$ cat src/hw/rtl/pcm_pkg.sv
// Package for the nearest palette colour match block.
// Shared widths, codes, state type and the compare result struct.
// No dependencies.
`default_nettype none

package pcm_pkg;

  localparam int PALETTE_ENTRIES_DEF = 256;
  localparam int CHAN_W              = 8;
  localparam int COLOUR_W            = 3 * CHAN_W;
  localparam int IDX_W               = 8;
  localparam int IDX_SPAN            = 1 << IDX_W;
  localparam int DIST_W              = 11;
  localparam logic [DIST_W-1:0] DIST_START = DIST_W'(1024);

  typedef enum logic {
    CMD_WRITE = 1'b0,
    CMD_QUERY = 1'b1
  } pcm_cmd_e;

  typedef enum logic [1:0] {
    ST_IDLE,
    ST_SCAN,
    ST_FINISH
  } pcm_state_e;

  typedef struct packed {
    logic              zero;
    logic              closer;
    logic [DIST_W-1:0] distance;
  } pcm_cmp_t;

endpackage

`default_nettype wire

$ cat src/hw/rtl/pcm_l1_dist.sv
// Shared L1 distance and compare unit: |dr| + |dg| + |db| against the best so far.
// Depends on pcm_pkg for widths and the compare struct.
`default_nettype none

module pcm_l1_dist
  import pcm_pkg::*;
(
  input  wire logic [COLOUR_W-1:0] entry_i,
  input  wire logic [CHAN_W-1:0]   red_i,
  input  wire logic [CHAN_W-1:0]   green_i,
  input  wire logic [CHAN_W-1:0]   blue_i,
  input  wire logic [DIST_W-1:0]   best_dist_i,
  output pcm_cmp_t                 cmp_o
);

  logic [CHAN_W-1:0] er, eg, eb;
  logic [CHAN_W-1:0] dr, dg, db;
  logic [DIST_W-1:0] sum;

  assign er = entry_i[3*CHAN_W-1:2*CHAN_W];
  assign eg = entry_i[2*CHAN_W-1:CHAN_W];
  assign eb = entry_i[CHAN_W-1:0];

  assign dr = (er > red_i)   ? (er - red_i)   : (red_i - er);
  assign dg = (eg > green_i) ? (eg - green_i) : (green_i - eg);
  assign db = (eb > blue_i)  ? (eb - blue_i)  : (blue_i - eb);

  assign sum = DIST_W'(dr) + DIST_W'(dg) + DIST_W'(db);

  always_comb begin
    cmp_o.distance = sum;
    cmp_o.zero     = (sum == '0);
    cmp_o.closer   = (sum < best_dist_i);
  end

endmodule

`default_nettype wire
$ cat config.mk
export PLATFORM = sky130hd
export DESIGN_NAME = pcm_l1_dist
export DESIGN_NICKNAME = d
export VERILOG_FILES = /design/src/hw/rtl/pcm_pkg.sv /design/src/hw/rtl/pcm_l1_dist.sv
export SDC_FILE = /design/constraint.sdc
export NUM_CORES = 1
export LEC_CHECK = 0
export BUFFER_PORTS_ARGS = -buffer_cell sky130_fd_sc_hd__buf_2
export CAP_MARGIN = 0
export CORE_ASPECT_RATIO = 1.4
export CORE_MARGIN = 3
export CORE_UTILIZATION = 35
export DETAILED_ROUTE_END_ITERATION = 7
export PLACE_DENSITY = 0.6
export SETUP_SLACK_MARGIN = 0.1
export SLEW_MARGIN = 20
export SYNTH_ARGS = -nofsm -noshare
export SYNTH_HDL_FRONTEND = slang
export SYNTH_SLANG_ARGS = --single-unit
$ cat constraint.sdc
create_clock -name vclk -period 6
set_clock_uncertainty 0.1 [all_clocks]
set_input_delay 0.6 -clock vclk [all_inputs]
set_output_delay 0.6 -clock vclk [all_outputs]
set_load 0.05 [all_outputs]
==> load_flow_metrics.sql <==
INSERT INTO impl_metrics (metric_group, metric, value, unit) VALUES
('run_status', 'run_status', 'complete, no violations', ''),
('detailed_routing', 'route.detailed.vias_per_inst', '5.07', ''),
('critical_path', 'critPathArrivalTime', '5080', 'ps'),
('timing', 'report.final.slew_viol_count', '0', ''),
('finish', 'diodes', '0', ''),
('timing', 'rsz0062_at_grt', 'yes', ''),
('placed_design', 'placement_stage_worst_setup_slack', '-42.9', 'ps'),
('finish', 'seqCellArea', '0', 'sq um'),
('critical_path', 'timing_worst_setup_path_type', 'input port to output port', ''),
('floorplanning', 'die_width', '80.9', 'um'),
('pwr', 'cellPowerDensity', '492', 'nW/um^2'),
('floorplanning', 'floorplan.die_area', '8970', 'sq um'),
('pwr', 'leakagePower', '2.01', 'nW'),
('yosys', 'dominant_combinational_cell_family_by_area_after_synthesis', 'adder cells', ''),
('timing', 'timing_worst_slew_pin_value', '571', 'ps'),
('yosys', 'post_synth_xor_area_fraction', '0.0605', ''),
('yosys', 'synth_simple_gate_area_frac', '0.111', ''),
('timing', 'setup_viol', '0', ''),
('detailed_routing', 'num_vias', '2746', ''),
('yosys', 'synth.mux.area_fraction', '0.0792', ''),
('critical_path', 'worst_path_largest_cell_delay', '470', 'ps'),
('yosys', 'synth_most_common_cell', 'sky130_fd_sc_hd__inv_1', ''),
('placed_design', 'place_inst', '525', ''),
('finish', 'post_layout_nonfiller_instances', '542', ''),
('detailed_routing', 'postRouteWirelength', '7.16', 'mm'),
('finish', 'post_route_cells_drive_above_1_share', '0.371', ''),
('detailed_routing', 'drt_iter0_markers', '63', ''),
('placed_design', 'place.port_buffers', '71', ''),
('critical_path', 'cp_common_cell', 'sky130_fd_sc_hd__ha_4', ''),
('critical_path', 'worst_path_slowest_cell', 'sky130_fd_sc_hd__fa_1', ''),
('floorplanning', 'dieHeight', '111', 'um'),
('detailed_routing', 'antenna_left', '0', ''),
('critical_path', 'cp-start-kind', 'input port', ''),
('yosys', 'netlist.top_cell.by_area', 'sky130_fd_sc_hd__ha_1', ''),
('timing', 'maximum_operating_frequency', '0.173', 'GHz'),
('global_routing', 'antenna_violations_before_repair', '0', ''),
('yosys', 'yosysUniqueCellTypes', '49', ''),
('hold_path', 'hold_path_class', 'input port to output port', ''),
('placed_design', 'gp_routability_congestion', '0.869', ''),
('finish', 'final_net_count', '582', ''),
('detailed_routing', 'drc_errors', '0', ''),
('placed_design', 'place_hpwl', '5.93', 'mm'),
('timing', 'fin_hold_ws', '1580', 'ps'),
('yosys', 'synth_fp_nets', '491', ''),
('critical_path', 'timing.critical_path.max_delay_family', 'compound AO/OA/AOI/OAI gates', ''),
('timing', 'period_share', '0.964', ''),
('hold_path', 'worst_hold_startpoint', 'best_dist_i[10]', ''),
('floorplanning', 'placeableCoreArea', '7500', 'sq um'),
('yosys', 'synth.cell_area', '2750', 'sq um'),
('yosys', 'synth.avg_cell_area', '7.73', 'sq um'),
('finish', 'num-clock-buffers', '0', ''),
('detailed_routing', 'detailedRoute.firstPassIterationCount', '4', ''),
('global_routing', 'gr-total-overflow', '0', ''),
('global_routing', 'number_of_global_route_vias_before_repair', '2816', ''),
('finish', 'number_of_sequential_cells', '0', ''),
('detailed_routing', 'wl_per_cell', '13.2', 'um'),
('pwr', 'report.power.total', '0.00189', 'W'),
('finish', 'area.growth.synth_to_final', '39.6', '%'),
('yosys', 'synth_fa_ha_area_frac', '0.387', ''),
('pwr', 'maximum_ir_drop_on_the_vdd_rail', '0.844', 'mV'),
('critical_path', 'crit_required', '5300', 'ps'),
('timing', 'timing.final.crit_period', '5780', 'ps'),
('floorplanning', 'placement_rows', '37', ''),
('global_routing', 'grt_pass1_wl', '11.7', 'mm'),
('hold_path', 'worstHoldEndpoint', 'cmp_o[11]', ''),
('yosys', 'ys_seq_area_frac', '0', ''),
('timing', 'timing.final.ws_setup', '215', 'ps'),
('yosys', 'post_synth_inst_count', '356', ''),
('flow_run', 'maxCapViolCount', '0', ''),
('global_routing', 'grt_start_max_net_pins', '11', ''),
('yosys', 'synth.top_cell.area_share', '0.278', '');
timing repair:
item,CTS,global route
setup endpoints to repair,1,2
buffers inserted,5,12
hold buffers,0,0
gates resized for setup,8,49
pin swaps,15,31
worst max-delay path by stage:
stage                 from         to  slack [ps]  depth (start not counted)
2_1_floorplan  entry_i[16]  cmp_o[11]         -90                         22
4_1_cts        entry_i[16]  cmp_o[11]         100                         24
3_3_place_gp   entry_i[16]  cmp_o[11]          50                         25
5_1_grt        entry_i[16]  cmp_o[11]           3                         25
3_5_place_dp   entry_i[16]  cmp_o[11]         -40                         24
6_report       entry_i[16]  cmp_o[11]         220                         26
report_power, final:
group	switching [W]	total, W	leakage [nW]	internal [W]
Combinational	0.00116	0.00189	2.01	0.000728
Clock	0	0	0	0
Sequential	0	0	0	0
logic make-up after synthesis:
logic type | count (synthesis)
adder cells (fa/ha/maj) | 76
multiplexers | 21
AND/OR/NAND/NOR | 58
buffers and inverters | 87
other | 1
XOR/XNOR | 19
AO/OA/AOI/OAI | 94
worst min-delay path, cell delays in order:
cell                      delay [ps]
sky130_fd_sc_hd__buf_2           100
sky130_fd_sc_hd__o22ai_2         100
sky130_fd_sc_hd__a21oi_4         120
sky130_fd_sc_hd__buf_6           160
area by class of cell:
cell class                 instances  area (sq um)
multi-input combinational        269          2800
fill                             748          3660
timing repair buffer             102           621
inverter                          74           295
tap                               97           121
routing by layer:
| metal | vias up | global-route usage | routed length [um] |
|---|---|---|---|
| li1 | 1398 | - | - |
| met1 | 1290 | 0.178 | 2810 |
| met2 | 54 | 0.309 | 4070 |
| met3 | 4 | 0.00244 | 241 |
| met4 | 0 | 0.0101 | 33 |
| met5 | - | 0 | 0 |
metrics by stage:
stage	util	instance area, sq um	setup TNS (ps)
after floorplan	-	2900	-85.4
after global placement	0.456	3420	0
after detailed placement	0.456	3420	-42.9
after CTS	0.465	3490	0
after global routing	0.512	3840	0
final	0.512	3840	0
layout by cell type, fill, tap and decap left out, types with 4 or more instances in the layout:
| cell type | netlist | final |
|---|---|---|
| sky130_fd_sc_hd__buf_4 | 1 | 30 |
| sky130_fd_sc_hd__inv_1 | 74 | 66 |
| sky130_fd_sc_hd__fa_1 | 15 | 11 |
| sky130_fd_sc_hd__mux2_1 | 5 | 4 |
| sky130_fd_sc_hd__o21ai_0 | 9 | 9 |
| sky130_fd_sc_hd__buf_6 | 1 | 4 |
| sky130_fd_sc_hd__nor2_1 | 8 | 6 |
| sky130_fd_sc_hd__a21oi_1 | 29 | 23 |
| sky130_fd_sc_hd__nand3b_1 | 4 | 4 |
| sky130_fd_sc_hd__ha_4 | 0 | 13 |
| sky130_fd_sc_hd__buf_2 | 2 | 67 |
| sky130_fd_sc_hd__nand4_1 | 5 | 5 |
| sky130_fd_sc_hd__a21o_1 | 17 | 17 |
| sky130_fd_sc_hd__a31oi_1 | 9 | 8 |
| sky130_fd_sc_hd__inv_2 | 0 | 6 |
| sky130_fd_sc_hd__a211oi_1 | 10 | 8 |
| sky130_fd_sc_hd__nand3_1 | 9 | 6 |
| sky130_fd_sc_hd__xnor2_1 | 7 | 5 |
| sky130_fd_sc_hd__ha_1 | 61 | 47 |
| sky130_fd_sc_hd__mux2i_1 | 15 | 10 |
| sky130_fd_sc_hd__nand2_1 | 18 | 18 |
| sky130_fd_sc_hd__fa_2 | 0 | 4 |
| sky130_fd_sc_hd__a21oi_2 | 1 | 4 |
| sky130_fd_sc_hd__xor2_1 | 12 | 11 |
Power figures use the tool's default switching activity.
